<file path="config.mk">
export PLATFORM = sky130hd
export DESIGN_NAME = dual_temp_conditioner_unit_flat
export DESIGN_NICKNAME = d
export VERILOG_FILES = /design/src/rtl/dtc_pkg.sv /design/src/rtl/dtc_in_if.sv /design/src/rtl/dtc_out_if.sv /design/src/rtl/dtc_ema.sv /design/src/rtl/dtc_ring.sv /design/src/rtl/dtc_dwell.sv /design/src/rtl/dual_temp_conditioner_unit.sv /design/src/flat_wrapper.sv
export SDC_FILE = /design/constraint.sdc
export NUM_CORES = 2
export LEC_CHECK = 0
export BUFFER_PORTS_ARGS = -buffer_cell sky130_fd_sc_hd__buf_2
export CORE_UTILIZATION = 55
export CTS_BUF_LIST = sky130_fd_sc_hd__clkbuf_4
export DETAILED_ROUTE_END_ITERATION = 8
export GPL_ROUTABILITY_DRIVEN = 1
export HOLD_SLACK_MARGIN = 0.02
export PLACE_DENSITY = 0.75
export SKIP_LAST_GASP = 1
export SLEW_MARGIN = 20
export SYNTH_ARGS = -nofsm -noshare
export SYNTH_HDL_FRONTEND = slang
export SYNTH_SLANG_ARGS = --single-unit
</file>
<file path="constraint.sdc">
create_clock -name clk -period 11.3 [get_ports clk]
set_clock_uncertainty 0.15 [all_clocks]
set_input_delay 2.26 -clock clk [delete_from_list [all_inputs] [get_ports clk]]
set_output_delay 2.26 -clock clk [all_outputs]
set_load 0.005 [all_outputs]
</file>
<file path="src/rtl/dtc_pkg.sv">
// Package for the dual temperature conditioner: widths, codes, reset values,
// configuration types and per-channel stage records. No dependencies.
`default_nettype none

package dtc_pkg;

    localparam int T_W      = 20;
    localparam int SAMPLE_W = 12;
    localparam int MS_W     = 16;
    localparam int DWELL_W  = 19;
    localparam int ALPHA_W  = 9;
    localparam int LEFT_W   = 10;
    localparam int TOTAL_W  = 17;
    localparam int ADDR_W   = 5;
    localparam int DATA_W   = 32;

    localparam logic [ALPHA_W-1:0] ALPHA_ONE = 9'd256;
    localparam logic [DWELL_W-1:0] DWELL_MAX = 19'd359999;
    localparam logic [LEFT_W-1:0]  MS_PER_S  = 10'd1000;

    localparam logic [ALPHA_W-1:0] ALPHA_RST     = 9'd64;
    localparam logic [T_W-1:0]     SETPOINT_RST  = 20'd61440;
    localparam logic [T_W-1:0]     BAND_RST      = 20'd1024;
    localparam logic [T_W-1:0]     THRESH_RST    = 20'd512;
    localparam logic [T_W-1:0]     WARN_RST      = 20'd81920;
    localparam logic [T_W-1:0]     HARD_MAX_RST  = 20'd92160;
    localparam logic [T_W-1:0]     DEFAULT_RST   = 20'd61440;

    typedef enum logic [1:0] {
        STAT_OK   = 2'd0,
        STAT_WARN = 2'd1,
        STAT_ERR  = 2'd2
    } status_t;

    typedef enum logic [1:0] {
        TREND_FLAT = 2'b00,
        TREND_UP   = 2'b01,
        TREND_DOWN = 2'b11
    } trend_t;

    typedef enum logic [2:0] {
        REG_ALPHA         = 3'd0,
        REG_SETPOINT_MAIN = 3'd1,
        REG_SETPOINT_RES  = 3'd2,
        REG_BAND          = 3'd3,
        REG_TREND_THRESH  = 3'd4,
        REG_WARN_TEMP     = 3'd5,
        REG_HARD_MAX_TEMP = 3'd6,
        REG_DEFAULT_TEMP  = 3'd7
    } cfg_idx_t;

    typedef struct packed {
        logic [ALPHA_W-1:0] alpha;
        logic [T_W-1:0]     setpoint_main;
        logic [T_W-1:0]     setpoint_res;
        logic [T_W-1:0]     band;
        logic [T_W-1:0]     trend_threshold;
        logic [T_W-1:0]     warn_temp;
        logic [T_W-1:0]     hard_max_temp;
        logic [T_W-1:0]     default_temp;
    } cfg_t;

    // One channel after the filter stage.
    typedef struct packed {
        logic [T_W-1:0] ema;
        logic           push;
        logic           valid;
    } chan_mid_t;

endpackage

`default_nettype wire

</file>
<file path="src/rtl/dtc_in_if.sv">
// Input channel of the conditioner: valid/ready plus one reading per channel.
// Uses no package.
`default_nettype none

interface dtc_in_if;
    logic        valid;
    logic        ready;
    logic [11:0] main_sample;
    logic        main_fault;
    logic [11:0] res_sample;
    logic        res_fault;
    logic [15:0] elapsed_ms;

    modport source (output valid, main_sample, main_fault, res_sample, res_fault, elapsed_ms,
                    input ready);
    modport sink (input valid, main_sample, main_fault, res_sample, res_fault, elapsed_ms,
                  output ready);
endinterface

`default_nettype wire

</file>
<file path="src/rtl/dtc_out_if.sv">
// Result channel of the conditioner: valid/ready plus filtered values and status.
// Uses no package.
`default_nettype none

interface dtc_out_if;
    logic              valid;
    logic              ready;
    logic [19:0]       filtered_main;
    logic [19:0]       filtered_res;
    logic signed [1:0] trend_main;
    logic signed [1:0] trend_res;
    logic [1:0]        status_main;
    logic [1:0]        status_res;
    logic              at_setpoint;
    logic [18:0]       seconds_at_setpoint;

    modport source (output valid, filtered_main, filtered_res, trend_main, trend_res,
                    status_main, status_res, at_setpoint, seconds_at_setpoint,
                    input ready);
    modport sink (input valid, filtered_main, filtered_res, trend_main, trend_res,
                  status_main, status_res, at_setpoint, seconds_at_setpoint,
                  output ready);
endinterface

`default_nettype wire

</file>
<file path="src/rtl/dtc_ema.sv">
// One channel's moving-average filter: holds the EMA register and computes
// the next value for the stage register. Depends on dtc_pkg.
`default_nettype none

module dtc_ema (
    input  logic                            clk,
    input  logic                            rst_n,
    input  logic                            load,
    input  logic                            first,
    input  logic [dtc_pkg::SAMPLE_W-1:0]    sample,
    input  logic                            fault,
    input  logic [dtc_pkg::ALPHA_W-1:0]     alpha_sat,
    input  logic [dtc_pkg::T_W-1:0]         default_temp,
    output dtc_pkg::chan_mid_t              mid
);

    localparam int ACC_W = dtc_pkg::T_W + dtc_pkg::ALPHA_W + 2;

    logic [dtc_pkg::T_W-1:0]   ema_reg;
    logic [dtc_pkg::T_W-1:0]   ema_next;
    logic [dtc_pkg::T_W-1:0]   base;
    logic [dtc_pkg::T_W-1:0]   x;
    logic signed [dtc_pkg::T_W:0] diff;
    logic signed [ACC_W-1:0]   prod;
    logic signed [ACC_W-1:0]   acc;

    // ema' = (256*ema + a*(x - ema) + 128) >> 8
    always_comb
    begin
        base = first ? default_temp : ema_reg;
        x    = {sample, 8'd0};
        diff = $signed({1'b0, x}) - $signed({1'b0, base});
        prod = ACC_W'($signed({1'b0, alpha_sat}) * diff);
        acc  = $signed({{(ACC_W-dtc_pkg::T_W-8){1'b0}}, base, 8'd0}) + prod
             + $signed(ACC_W'(128));
        ema_next = fault ? base : acc[dtc_pkg::T_W+7:8];
    end

    always_ff @(posedge clk or negedge rst_n)
    begin
        if (!rst_n)
        begin
            ema_reg <= dtc_pkg::DEFAULT_RST;
        end
        else if (load)
        begin
            ema_reg <= ema_next;
        end
    end

    assign mid.ema   = ema_next;
    assign mid.push  = !fault;
    assign mid.valid = !fault;

endmodule

`default_nettype wire

</file>
<file path="src/rtl/dtc_ring.sv">
// One channel's history: a shift line of filtered values with a fill count,
// and the newest-minus-oldest trend. Depends on dtc_pkg.
`default_nettype none

module dtc_ring #(
    parameter int DEPTH = 16
) (
    input  logic                      clk,
    input  logic                      rst_n,
    input  logic                      step,
    input  logic                      first,
    input  logic                      push,
    input  logic [dtc_pkg::T_W-1:0]   ema,
    input  logic [dtc_pkg::T_W-1:0]   threshold,
    output dtc_pkg::trend_t           trend
);

    localparam int FILL_W = $clog2(DEPTH + 1);
    localparam logic [FILL_W-1:0] FULL = FILL_W'(DEPTH);

    logic [dtc_pkg::T_W-1:0] taps_reg [DEPTH];
    logic [FILL_W-1:0]       fill_reg;
    logic [FILL_W-1:0]       fill_next;
    logic [dtc_pkg::T_W-1:0] oldest;

    always_comb
    begin
        if (first)
            fill_next = '0;
        else if (push && (fill_reg != FULL))
            fill_next = fill_reg + FILL_W'(1);
        else
            fill_next = fill_reg;

        // After a push the oldest entry moves one tap closer to the end.
        oldest = push ? taps_reg[DEPTH-2] : taps_reg[DEPTH-1];

        trend = dtc_pkg::TREND_FLAT;
        if (fill_next == FULL)
        begin
            if ((ema > oldest) && ((ema - oldest) > threshold))
                trend = dtc_pkg::TREND_UP;
            else if ((oldest > ema) && ((oldest - ema) > threshold))
                trend = dtc_pkg::TREND_DOWN;
        end
    end

    always_ff @(posedge clk or negedge rst_n)
    begin
        if (!rst_n)
        begin
            fill_reg <= '0;
        end
        else if (step)
        begin
            fill_reg <= fill_next;
        end
    end

    always_ff @(posedge clk)
    begin
        if (step && push)
        begin
            taps_reg[0] <= ema;
            for (int i = 1; i < DEPTH; i++)
            begin
                taps_reg[i] <= taps_reg[i-1];
            end
        end
    end

endmodule

`default_nettype wire

</file>
<file path="src/rtl/dtc_dwell.sv">
// Dwell timer: accumulates milliseconds into whole seconds while at setpoint,
// saturating, and clears when not at setpoint (ok low). Depends on dtc_pkg.
`default_nettype none

module dtc_dwell (
    input  logic                          clk,
    input  logic                          rst_n,
    input  logic                          step,
    input  logic                          first,
    input  logic                          ok,
    input  logic [dtc_pkg::MS_W-1:0]      elapsed,
    output logic [dtc_pkg::DWELL_W-1:0]   seconds
);

    localparam int PROD_W = dtc_pkg::TOTAL_W + 11;
    localparam int Q_W    = 7;

    logic [dtc_pkg::DWELL_W-1:0] dwell_reg;
    logic [dtc_pkg::DWELL_W-1:0] dwell_next;
    logic [dtc_pkg::LEFT_W-1:0]  leftover_reg;
    logic [dtc_pkg::LEFT_W-1:0]  leftover_next;
    logic [dtc_pkg::TOTAL_W-1:0] total;
    logic [PROD_W-1:0]           prod;
    logic [Q_W-1:0]              q0;
    logic [Q_W-1:0]              q;
    logic [dtc_pkg::TOTAL_W-1:0] q0_ms;
    logic [dtc_pkg::TOTAL_W-1:0] rem0;
    logic [dtc_pkg::TOTAL_W-1:0] rem;
    logic [dtc_pkg::DWELL_W:0]   sum;

    // total / 1000: estimate with 1048/2^20 (low by at most one), then correct.
    always_comb
    begin
        total = first ? '0 : (dtc_pkg::TOTAL_W'(leftover_reg) + dtc_pkg::TOTAL_W'(elapsed));
        prod  = (PROD_W'(total) << 10) + (PROD_W'(total) << 4) + (PROD_W'(total) << 3);
        q0    = prod[PROD_W-2 -: Q_W];
        q0_ms = (dtc_pkg::TOTAL_W'(q0) << 10) - (dtc_pkg::TOTAL_W'(q0) << 4)
              - (dtc_pkg::TOTAL_W'(q0) << 3);
        rem0  = total - q0_ms;
        if (rem0 >= dtc_pkg::TOTAL_W'(dtc_pkg::MS_PER_S))
        begin
            q   = q0 + Q_W'(1);
            rem = rem0 - dtc_pkg::TOTAL_W'(dtc_pkg::MS_PER_S);
        end
        else
        begin
            q   = q0;
            rem = rem0;
        end

        sum = {1'b0, dwell_reg} + (dtc_pkg::DWELL_W+1)'(q);
        if (!ok)
        begin
            dwell_next    = '0;
            leftover_next = '0;
        end
        else
        begin
            dwell_next    = (sum > {1'b0, dtc_pkg::DWELL_MAX}) ? dtc_pkg::DWELL_MAX
                          : sum[dtc_pkg::DWELL_W-1:0];
            leftover_next = rem[dtc_pkg::LEFT_W-1:0];
        end
    end

    always_ff @(posedge clk or negedge rst_n)
    begin
        if (!rst_n)
        begin
            dwell_reg    <= '0;
            leftover_reg <= '0;
        end
        else if (step)
        begin
            dwell_reg    <= dwell_next;
            leftover_reg <= leftover_next;
        end
    end

    assign seconds = dwell_next;

endmodule

`default_nettype wire

</file>
<file path="src/rtl/dual_temp_conditioner_unit.sv">
// Dual temperature conditioner. Accepts one transaction per cycle and returns one result
// per transaction through the input register, filter stage and result register; stalls on
// the result side back up through the stages and hold acceptance. The EMA register loop
// in the filter stage and the history shift line plus dwell timer in the second stage each
// close within their own stage. Configuration through an APB port, registers at byte
// address 4*i; write only while no transaction is in flight. Depends on dtc_pkg, dtc_in_if,
// dtc_out_if, dtc_ema, dtc_ring and dtc_dwell.
`default_nettype none

module dual_temp_conditioner_unit #(
    parameter int RING_DEPTH = 16
) (
    input  logic                         clk,
    input  logic                         rst_n,
    input  logic                         psel,
    input  logic                         penable,
    input  logic                         pwrite,
    input  logic [dtc_pkg::ADDR_W-1:0]   paddr,
    input  logic [dtc_pkg::DATA_W-1:0]   pwdata,
    output logic [dtc_pkg::DATA_W-1:0]   prdata,
    output logic                         pready,
    dtc_in_if.sink                       samples,
    dtc_out_if.source                    results
);

    dtc_pkg::cfg_t              cfg_reg;
    dtc_pkg::cfg_idx_t          reg_idx;
    logic                       wr_en;
    logic [dtc_pkg::ALPHA_W-1:0] alpha_sat;

    // Stage registers
    logic                          s1_v_reg;
    logic [dtc_pkg::SAMPLE_W-1:0]  s1_main_sample_reg;
    logic                          s1_main_fault_reg;
    logic [dtc_pkg::SAMPLE_W-1:0]  s1_res_sample_reg;
    logic                          s1_res_fault_reg;
    logic [dtc_pkg::MS_W-1:0]      s1_elapsed_reg;
    logic                          primed_reg;

    logic                          s2_v_reg;
    logic                          s2_first_reg;
    dtc_pkg::chan_mid_t            s2_main_reg;
    dtc_pkg::chan_mid_t            s2_res_reg;
    logic [dtc_pkg::MS_W-1:0]      s2_elapsed_reg;

    logic                          out_v_reg;

    logic out_free;
    logic s2_free;
    logic s1_free;
    logic s1_fire;
    logic s2_fire;

    dtc_pkg::chan_mid_t mid_main;
    dtc_pkg::chan_mid_t mid_res;
    dtc_pkg::trend_t    trend_main;
    dtc_pkg::trend_t    trend_res;
    dtc_pkg::status_t   stat_main;
    dtc_pkg::status_t   stat_res;
    logic               ok;
    logic [dtc_pkg::DWELL_W-1:0] seconds;

    function automatic dtc_pkg::status_t grade(
        input logic [dtc_pkg::T_W-1:0] ema,
        input logic                    valid,
        input logic [dtc_pkg::T_W-1:0] warn,
        input logic [dtc_pkg::T_W-1:0] hard_max
    );
        dtc_pkg::status_t s;
        if (!valid || (ema >= hard_max))
            s = dtc_pkg::STAT_ERR;
        else if (ema >= warn)
            s = dtc_pkg::STAT_WARN;
        else
            s = dtc_pkg::STAT_OK;
        return s;
    endfunction

    function automatic logic in_band(
        input logic [dtc_pkg::T_W-1:0] ema,
        input logic [dtc_pkg::T_W-1:0] sp,
        input logic [dtc_pkg::T_W-1:0] band
    );
        logic [dtc_pkg::T_W-1:0] d;
        d = (ema > sp) ? (ema - sp) : (sp - ema);
        return d <= band;
    endfunction

    // APB register file
    assign pready  = 1'b1;
    assign reg_idx = dtc_pkg::cfg_idx_t'(paddr[dtc_pkg::ADDR_W-1:2]);
    assign wr_en   = psel && penable && pwrite;

    always_ff @(posedge clk or negedge rst_n)
    begin
        if (!rst_n)
        begin
            cfg_reg.alpha           <= dtc_pkg::ALPHA_RST;
            cfg_reg.setpoint_main   <= dtc_pkg::SETPOINT_RST;
            cfg_reg.setpoint_res    <= dtc_pkg::SETPOINT_RST;
            cfg_reg.band            <= dtc_pkg::BAND_RST;
            cfg_reg.trend_threshold <= dtc_pkg::THRESH_RST;
            cfg_reg.warn_temp       <= dtc_pkg::WARN_RST;
            cfg_reg.hard_max_temp   <= dtc_pkg::HARD_MAX_RST;
            cfg_reg.default_temp    <= dtc_pkg::DEFAULT_RST;
        end
        else if (wr_en)
        begin
            unique case (reg_idx)
                dtc_pkg::REG_ALPHA:         cfg_reg.alpha <= pwdata[dtc_pkg::ALPHA_W-1:0];
                dtc_pkg::REG_SETPOINT_MAIN: cfg_reg.setpoint_main <= pwdata[dtc_pkg::T_W-1:0];
                dtc_pkg::REG_SETPOINT_RES:  cfg_reg.setpoint_res <= pwdata[dtc_pkg::T_W-1:0];
                dtc_pkg::REG_BAND:          cfg_reg.band <= pwdata[dtc_pkg::T_W-1:0];
                dtc_pkg::REG_TREND_THRESH:  cfg_reg.trend_threshold <= pwdata[dtc_pkg::T_W-1:0];
                dtc_pkg::REG_WARN_TEMP:     cfg_reg.warn_temp <= pwdata[dtc_pkg::T_W-1:0];
                dtc_pkg::REG_HARD_MAX_TEMP: cfg_reg.hard_max_temp <= pwdata[dtc_pkg::T_W-1:0];
                dtc_pkg::REG_DEFAULT_TEMP:  cfg_reg.default_temp <= pwdata[dtc_pkg::T_W-1:0];
                default: ;
            endcase
        end
    end

    always_comb
    begin
        unique case (reg_idx)
            dtc_pkg::REG_ALPHA:         prdata = dtc_pkg::DATA_W'(cfg_reg.alpha);
            dtc_pkg::REG_SETPOINT_MAIN: prdata = dtc_pkg::DATA_W'(cfg_reg.setpoint_main);
            dtc_pkg::REG_SETPOINT_RES:  prdata = dtc_pkg::DATA_W'(cfg_reg.setpoint_res);
            dtc_pkg::REG_BAND:          prdata = dtc_pkg::DATA_W'(cfg_reg.band);
            dtc_pkg::REG_TREND_THRESH:  prdata = dtc_pkg::DATA_W'(cfg_reg.trend_threshold);
            dtc_pkg::REG_WARN_TEMP:     prdata = dtc_pkg::DATA_W'(cfg_reg.warn_temp);
            dtc_pkg::REG_HARD_MAX_TEMP: prdata = dtc_pkg::DATA_W'(cfg_reg.hard_max_temp);
            dtc_pkg::REG_DEFAULT_TEMP:  prdata = dtc_pkg::DATA_W'(cfg_reg.default_temp);
            default:                    prdata = '0;
        endcase
    end

    assign alpha_sat = (cfg_reg.alpha > dtc_pkg::ALPHA_ONE) ? dtc_pkg::ALPHA_ONE : cfg_reg.alpha;

    // Pipeline flow control
    assign out_free      = !out_v_reg || results.ready;
    assign s2_free       = !s2_v_reg || out_free;
    assign s1_free       = !s1_v_reg || s2_free;
    assign s1_fire       = s1_v_reg && s2_free;
    assign s2_fire       = s2_v_reg && out_free;
    assign samples.ready = s1_free;
    assign results.valid = out_v_reg;

    always_ff @(posedge clk or negedge rst_n)
    begin
        if (!rst_n)
        begin
            s1_v_reg   <= 1'b0;
            s2_v_reg   <= 1'b0;
            out_v_reg  <= 1'b0;
            primed_reg <= 1'b0;
        end
        else
        begin
            if (s1_free)
                s1_v_reg <= samples.valid;
            if (s2_free)
                s2_v_reg <= s1_v_reg;
            if (out_free)
                out_v_reg <= s2_v_reg;
            if (s1_fire)
                primed_reg <= 1'b1;
        end
    end

    // Input register
    always_ff @(posedge clk)
    begin
        if (s1_free && samples.valid)
        begin
            s1_main_sample_reg <= samples.main_sample;
            s1_main_fault_reg  <= samples.main_fault;
            s1_res_sample_reg  <= samples.res_sample;
            s1_res_fault_reg   <= samples.res_fault;
            s1_elapsed_reg     <= samples.elapsed_ms;
        end
    end

    // Filter stage
    dtc_ema u_ema_main (
        .clk          (clk),
        .rst_n        (rst_n),
        .load         (s1_fire),
        .first        (!primed_reg),
        .sample       (s1_main_sample_reg),
        .fault        (s1_main_fault_reg),
        .alpha_sat    (alpha_sat),
        .default_temp (cfg_reg.default_temp),
        .mid          (mid_main)
    );

    dtc_ema u_ema_res (
        .clk          (clk),
        .rst_n        (rst_n),
        .load         (s1_fire),
        .first        (!primed_reg),
        .sample       (s1_res_sample_reg),
        .fault        (s1_res_fault_reg),
        .alpha_sat    (alpha_sat),
        .default_temp (cfg_reg.default_temp),
        .mid          (mid_res)
    );

    always_ff @(posedge clk)
    begin
        if (s1_fire)
        begin
            s2_first_reg   <= !primed_reg;
            s2_main_reg    <= mid_main;
            s2_res_reg     <= mid_res;
            s2_elapsed_reg <= s1_elapsed_reg;
        end
    end

    // Grading stage
    dtc_ring #(
        .DEPTH (RING_DEPTH)
    ) u_ring_main (
        .clk       (clk),
        .rst_n     (rst_n),
        .step      (s2_fire),
        .first     (s2_first_reg),
        .push      (s2_main_reg.push),
        .ema       (s2_main_reg.ema),
        .threshold (cfg_reg.trend_threshold),
        .trend     (trend_main)
    );

    dtc_ring #(
        .DEPTH (RING_DEPTH)
    ) u_ring_res (
        .clk       (clk),
        .rst_n     (rst_n),
        .step      (s2_fire),
        .first     (s2_first_reg),
        .push      (s2_res_reg.push),
        .ema       (s2_res_reg.ema),
        .threshold (cfg_reg.trend_threshold),
        .trend     (trend_res)
    );

    always_comb
    begin
        stat_main = grade(s2_main_reg.ema, s2_main_reg.valid, cfg_reg.warn_temp,
                          cfg_reg.hard_max_temp);
        stat_res  = grade(s2_res_reg.ema, s2_res_reg.valid, cfg_reg.warn_temp,
                          cfg_reg.hard_max_temp);
        ok = s2_main_reg.valid && s2_res_reg.valid
          && in_band(s2_main_reg.ema, cfg_reg.setpoint_main, cfg_reg.band)
          && in_band(s2_res_reg.ema, cfg_reg.setpoint_res, cfg_reg.band)
          && (stat_main != dtc_pkg::STAT_ERR) && (stat_res != dtc_pkg::STAT_ERR);
    end

    dtc_dwell u_dwell (
        .clk     (clk),
        .rst_n   (rst_n),
        .step    (s2_fire),
        .first   (s2_first_reg),
        .ok      (ok),
        .elapsed (s2_elapsed_reg),
        .seconds (seconds)
    );

    // Result register
    always_ff @(posedge clk)
    begin
        if (s2_fire)
        begin
            results.filtered_main       <= s2_main_reg.ema;
            results.filtered_res        <= s2_res_reg.ema;
            results.trend_main          <= trend_main;
            results.trend_res           <= trend_res;
            results.status_main         <= stat_main;
            results.status_res          <= stat_res;
            results.at_setpoint         <= ok;
            results.seconds_at_setpoint <= seconds;
        end
    end

endmodule

`default_nettype wire

</file>
<file path="src/flat_wrapper.sv">
// flat-port wrapper written by rule: the top's interface ports become plain ports
module dual_temp_conditioner_unit_flat 
#(
    parameter int RING_DEPTH = 16
)
  (clk, rst_n, psel, penable, pwrite, paddr, pwdata, prdata, pready, samples_valid, samples_main_sample, samples_main_fault, samples_res_sample, samples_res_fault, samples_elapsed_ms, samples_ready, results_valid, results_filtered_main, results_filtered_res, results_trend_main, results_trend_res, results_status_main, results_status_res, results_at_setpoint, results_seconds_at_setpoint, results_ready);
  dtc_in_if samples_i ();
  dtc_out_if results_i ();
  input  logic clk;
  input  logic rst_n;
  input  logic psel;
  input  logic penable;
  input  logic pwrite;
  input  logic [dtc_pkg::ADDR_W-1:0] paddr;
  input  logic [dtc_pkg::DATA_W-1:0] pwdata;
  output logic [dtc_pkg::DATA_W-1:0] prdata;
  output logic pready;
  input wire logic [$bits(samples_i.valid)-1:0] samples_valid;
  input wire logic [$bits(samples_i.main_sample)-1:0] samples_main_sample;
  input wire logic [$bits(samples_i.main_fault)-1:0] samples_main_fault;
  input wire logic [$bits(samples_i.res_sample)-1:0] samples_res_sample;
  input wire logic [$bits(samples_i.res_fault)-1:0] samples_res_fault;
  input wire logic [$bits(samples_i.elapsed_ms)-1:0] samples_elapsed_ms;
  output wire logic [$bits(samples_i.ready)-1:0] samples_ready;
  output wire logic [$bits(results_i.valid)-1:0] results_valid;
  output wire logic [$bits(results_i.filtered_main)-1:0] results_filtered_main;
  output wire logic [$bits(results_i.filtered_res)-1:0] results_filtered_res;
  output wire logic [$bits(results_i.trend_main)-1:0] results_trend_main;
  output wire logic [$bits(results_i.trend_res)-1:0] results_trend_res;
  output wire logic [$bits(results_i.status_main)-1:0] results_status_main;
  output wire logic [$bits(results_i.status_res)-1:0] results_status_res;
  output wire logic [$bits(results_i.at_setpoint)-1:0] results_at_setpoint;
  output wire logic [$bits(results_i.seconds_at_setpoint)-1:0] results_seconds_at_setpoint;
  input wire logic [$bits(results_i.ready)-1:0] results_ready;
  assign samples_i.valid = samples_valid;
  assign samples_i.main_sample = samples_main_sample;
  assign samples_i.main_fault = samples_main_fault;
  assign samples_i.res_sample = samples_res_sample;
  assign samples_i.res_fault = samples_res_fault;
  assign samples_i.elapsed_ms = samples_elapsed_ms;
  assign samples_ready = samples_i.ready;
  assign results_valid = results_i.valid;
  assign results_filtered_main = results_i.filtered_main;
  assign results_filtered_res = results_i.filtered_res;
  assign results_trend_main = results_i.trend_main;
  assign results_trend_res = results_i.trend_res;
  assign results_status_main = results_i.status_main;
  assign results_status_res = results_i.status_res;
  assign results_at_setpoint = results_i.at_setpoint;
  assign results_seconds_at_setpoint = results_i.seconds_at_setpoint;
  assign results_i.ready = results_ready;
  dual_temp_conditioner_unit #(.RING_DEPTH(RING_DEPTH)) u_core (.clk(clk), .rst_n(rst_n), .psel(psel), .penable(penable), .pwrite(pwrite), .paddr(paddr), .pwdata(pwdata), .prdata(prdata), .pready(pready), .samples(samples_i), .results(results_i));
endmodule
</file>
==> results.md <==
* Type of the most critical hold path: reg -> reg
* Routed wl met2 at 75650 µm
* IO buf count at 161
* Nets at ~7100
* Non-Filler Instances at approximately 7800
* Routability congestion estimate at between 0.9 and 1
* Fmax at 92.27 MHz
* Uppermost routed layer: met5
* Clock root buffer: clkbuf_4
* Hpwl dp at 127600 µm
* Worst endpoint data arrival time at 11.69 ns
* CP endpoint kind: register
* DRC at 0
* DRT antenna net count at 0
* Max Cap Viol at 0
* Initial DRT Pass Iterations at 6
* Clock latency on the worst-skew pair at 1.21 ns
* YS warnings at 0
* Vias at 45288
* Core ar. at 118100 µm²
* Total length of routed met3 wires at 15760 µm
* Sequential-to-total area share from yosys stat at 0.4595
* Unique masters post-synth at 98
* Vert. Die Dim at 347.3 µm
* Largest net degree at the start of global routing at 214
* CTS Hold Bufs at 0
* Layout area overhead at 10.08%
* Final setup fails at 0
* CTS tree: done
* Die X at about 350 µm
* Total GRT Usage at 0.2853
* Post-Syn Area at 65590 µm²
* Length of routed wiring on met1 at between 70000 and 80000 µm
* Critical Path Start Type: register
* Max-slew violations at 0
* Number of global-route vias before repair at 45673
* Clock buffer depth at 4
* Top cell type's share of synthesized area at 0.3704
* TritonCTS Buffers at 285
* Critical path class: reg -> reg
* Crit-path slowest cell: fa_1
* Grt ovf at 0
* Post-Synth Simple-Gate Area at 0.09260
* Mux contribution to synthesized area at 0.03867
* CTS H-Tree Depth at 5
* Seq cells post-synth at 1041
* Routed len/inst at roughly 22 µm
* Status: finished, final reports clean
* DP Area at 68560 µm²
* Num rows at 126
* Final hold vios at 0
* Period Utilization, post-route at 0.9591
* Most common cell on crit path: ha_1
* Slew Limit Headroom at 0.2160
* Post-synthesis compound-gate area fraction at 0.1022
* Main synth FF type: edfxtp_1
* Leading area contributor after synthesis: edfxtp_1
* Die area at 120600 µm²
* Routed WL at ~170000 µm
* Post-synthesis adder-cell area fraction at 0.2195
* First-pass GRT wire length at 260700 µm
* Cells taking the most area after synthesis: edfxtp_1 (37%), ha_1 (11%), fa_1 (11%), dfrtp_1 (7.7%), inv_1 (3.8%)
* Initial antenna violation count at 22
* Fin crit period at 10.84 ns
* Worst path required time at 12.15 ns
* IO Pins at between 150 and 200
* Worst slew pin tran at 1.176 ns
* Xor/xnor cell area share of the yosys netlist at 0.03672
* Ys async rst share at 0.2229
* Count leader, synth: edfxtp_1
* Max incr delay on CP at 0.54 ns
* # clock sinks at approximately 1000
* Design area at 72200 µm²
* Share of cells above drive strength 1 at 0.1582
* DRT iter0 DRCs at 4250
* Largest family of logic cells by synthesized area: adder cells
* Mean post-synth cell area at 11.47 µm²
* EDFF count, synth at 809
* DR vias/cell at ~5.8
* Critical path peak fanout at 8
* Initial core utilization at 0.5554
* Synth Instances at between 5000 and 6000
* Clock slew at reported path FFs at about 0.06 ns
* Synth top cells by count: edfxtp_1 (809), inv_1 (657), ha_1 (581), nand2_1 (490), nor2_1 (405)
* DP Cell Count at about 7300
==> layout make-up <==
type / count / area [µm²]
sequential: 1041 / 30140
antenna: 13 / 32.53
clock inverter: 44 / 178.9
clock buffer: 423 / 3176
inverter: 661 / 2486
timing repair buffer: 290 / 1826
multi-input combinational: 3819 / 32440
fill: 9378 / 45880
tap: 1536 / 1922
==> kinds of logic (layout without fill, tap and decap cells) <==
kind of cell / count (synthesis) / count (layout)
xor+xnor: 275 / 275
flops: 1041 / 1041
other cells: 2 / 26
mux: 218 / 218
fa+ha+maj: 937 / 937
compound gates: 1043 / 1043
buf+inv: 867 / 1418
simple gates: 1333 / 1333
==> worst paths after layout <==
| check | slack, ns | cells after the start | endpoint | from |
|---|---|---|---|---|
| max | 0.46 | 48 | u_core.u_dwell.dwell_reg[14] | u_core.s2_elapsed_reg[0] |
| max in group asynchronous | 8.63 | 2 | u_core.cfg_reg[57] | rst_n |
| min | 0.21 | 0 | u_core.u_ring_main.taps_reg[1][77] | u_core.u_ring_main.taps_reg[1][57] |
| min in group asynchronous | 0.94 | 1 | u_core.u_dwell.dwell_reg[2] | rst_n |
| max reg2reg | 0.46 | 48 | u_core.u_dwell.dwell_reg[14] | u_core.s2_elapsed_reg[0] |
| min reg2reg | 0.21 | 0 | u_core.u_ring_main.taps_reg[1][77] | u_core.u_ring_main.taps_reg[1][57] |
==> placed cells by master (no fill, tap or decap), types with 29 or more instances in the layout <==
cell type / netlist / final
edfxtp_1: 809 / 809
inv_1: 657 / 654
ha_1: 581 / 579
nand2_1: 490 / 489
clkbuf_4: 0 / 423
nor2_1: 405 / 400
fa_1: 356 / 354
a21oi_1: 314 / 309
o21ai_0: 230 / 224
dfrtp_1: 203 / 202
xnor2_1: 186 / 185
a21o_1: 174 / 174
buf_2: 13 / 160
buf_4: 15 / 125
mux2_2: 120 / 119
xor2_1: 89 / 89
mux2i_1: 81 / 81
nor2b_1: 81 / 70
nand4_1: 63 / 63
nand3_1: 52 / 51
nor3_1: 50 / 47
nand2b_1: 46 / 46
o21a_1: 33 / 33
clkinv_1: 3 / 31
and2_1: 31 / 30
o21bai_1: 31 / 30
a31oi_1: 30 / 29
dfstp_2: 29 / 29
==> critical path, delay by kind of cell, from the launching register on <==
kind	cells	cell delay, ns
flops	1	0.39
fa+ha+maj	9	2.88
compound gates	19	4.43
mux	1	0.32
xor+xnor	3	0.47
simple gates	9	1.18
buf+inv	7	0.87
==> per-stage QoR <==
step / utilization / TNS [ns] / hold slack, ns / setup WS (ns)
after floorplan: - / 0 / 0.2503 / 0.3102
after global placement: 0.5806 / -0.8541 / 0.2502 / -0.1060
after detailed placement: 0.5806 / -7.710 / 0.2545 / -0.3717
after CTS: 0.6092 / 0 / 0.2206 / 0.01161
after global routing: 0.6112 / -0.1247 / 0.2136 / -0.04154
final: 0.6115 / 0 / 0.2092 / 0.4626
==> per-layer routing <==
metal / global-route usage / up-vias
li1: - / 20816
met1: 0.3762 / 22167
met2: 0.4371 / 1839
met3: 0.07433 / 446
met4: 0.1439 / 20
met5: 0 / -
==> timing repair <==
item                       CTS  global route
gates resized for setup     11            51
setup buffers                0             2
cloned                       0             0
setup endpoints to repair   36            36
pin swaps                    0            21
Power is not shown: default switching activity piles up to over one toggle a cycle in this logic, so the estimate is an artifact.
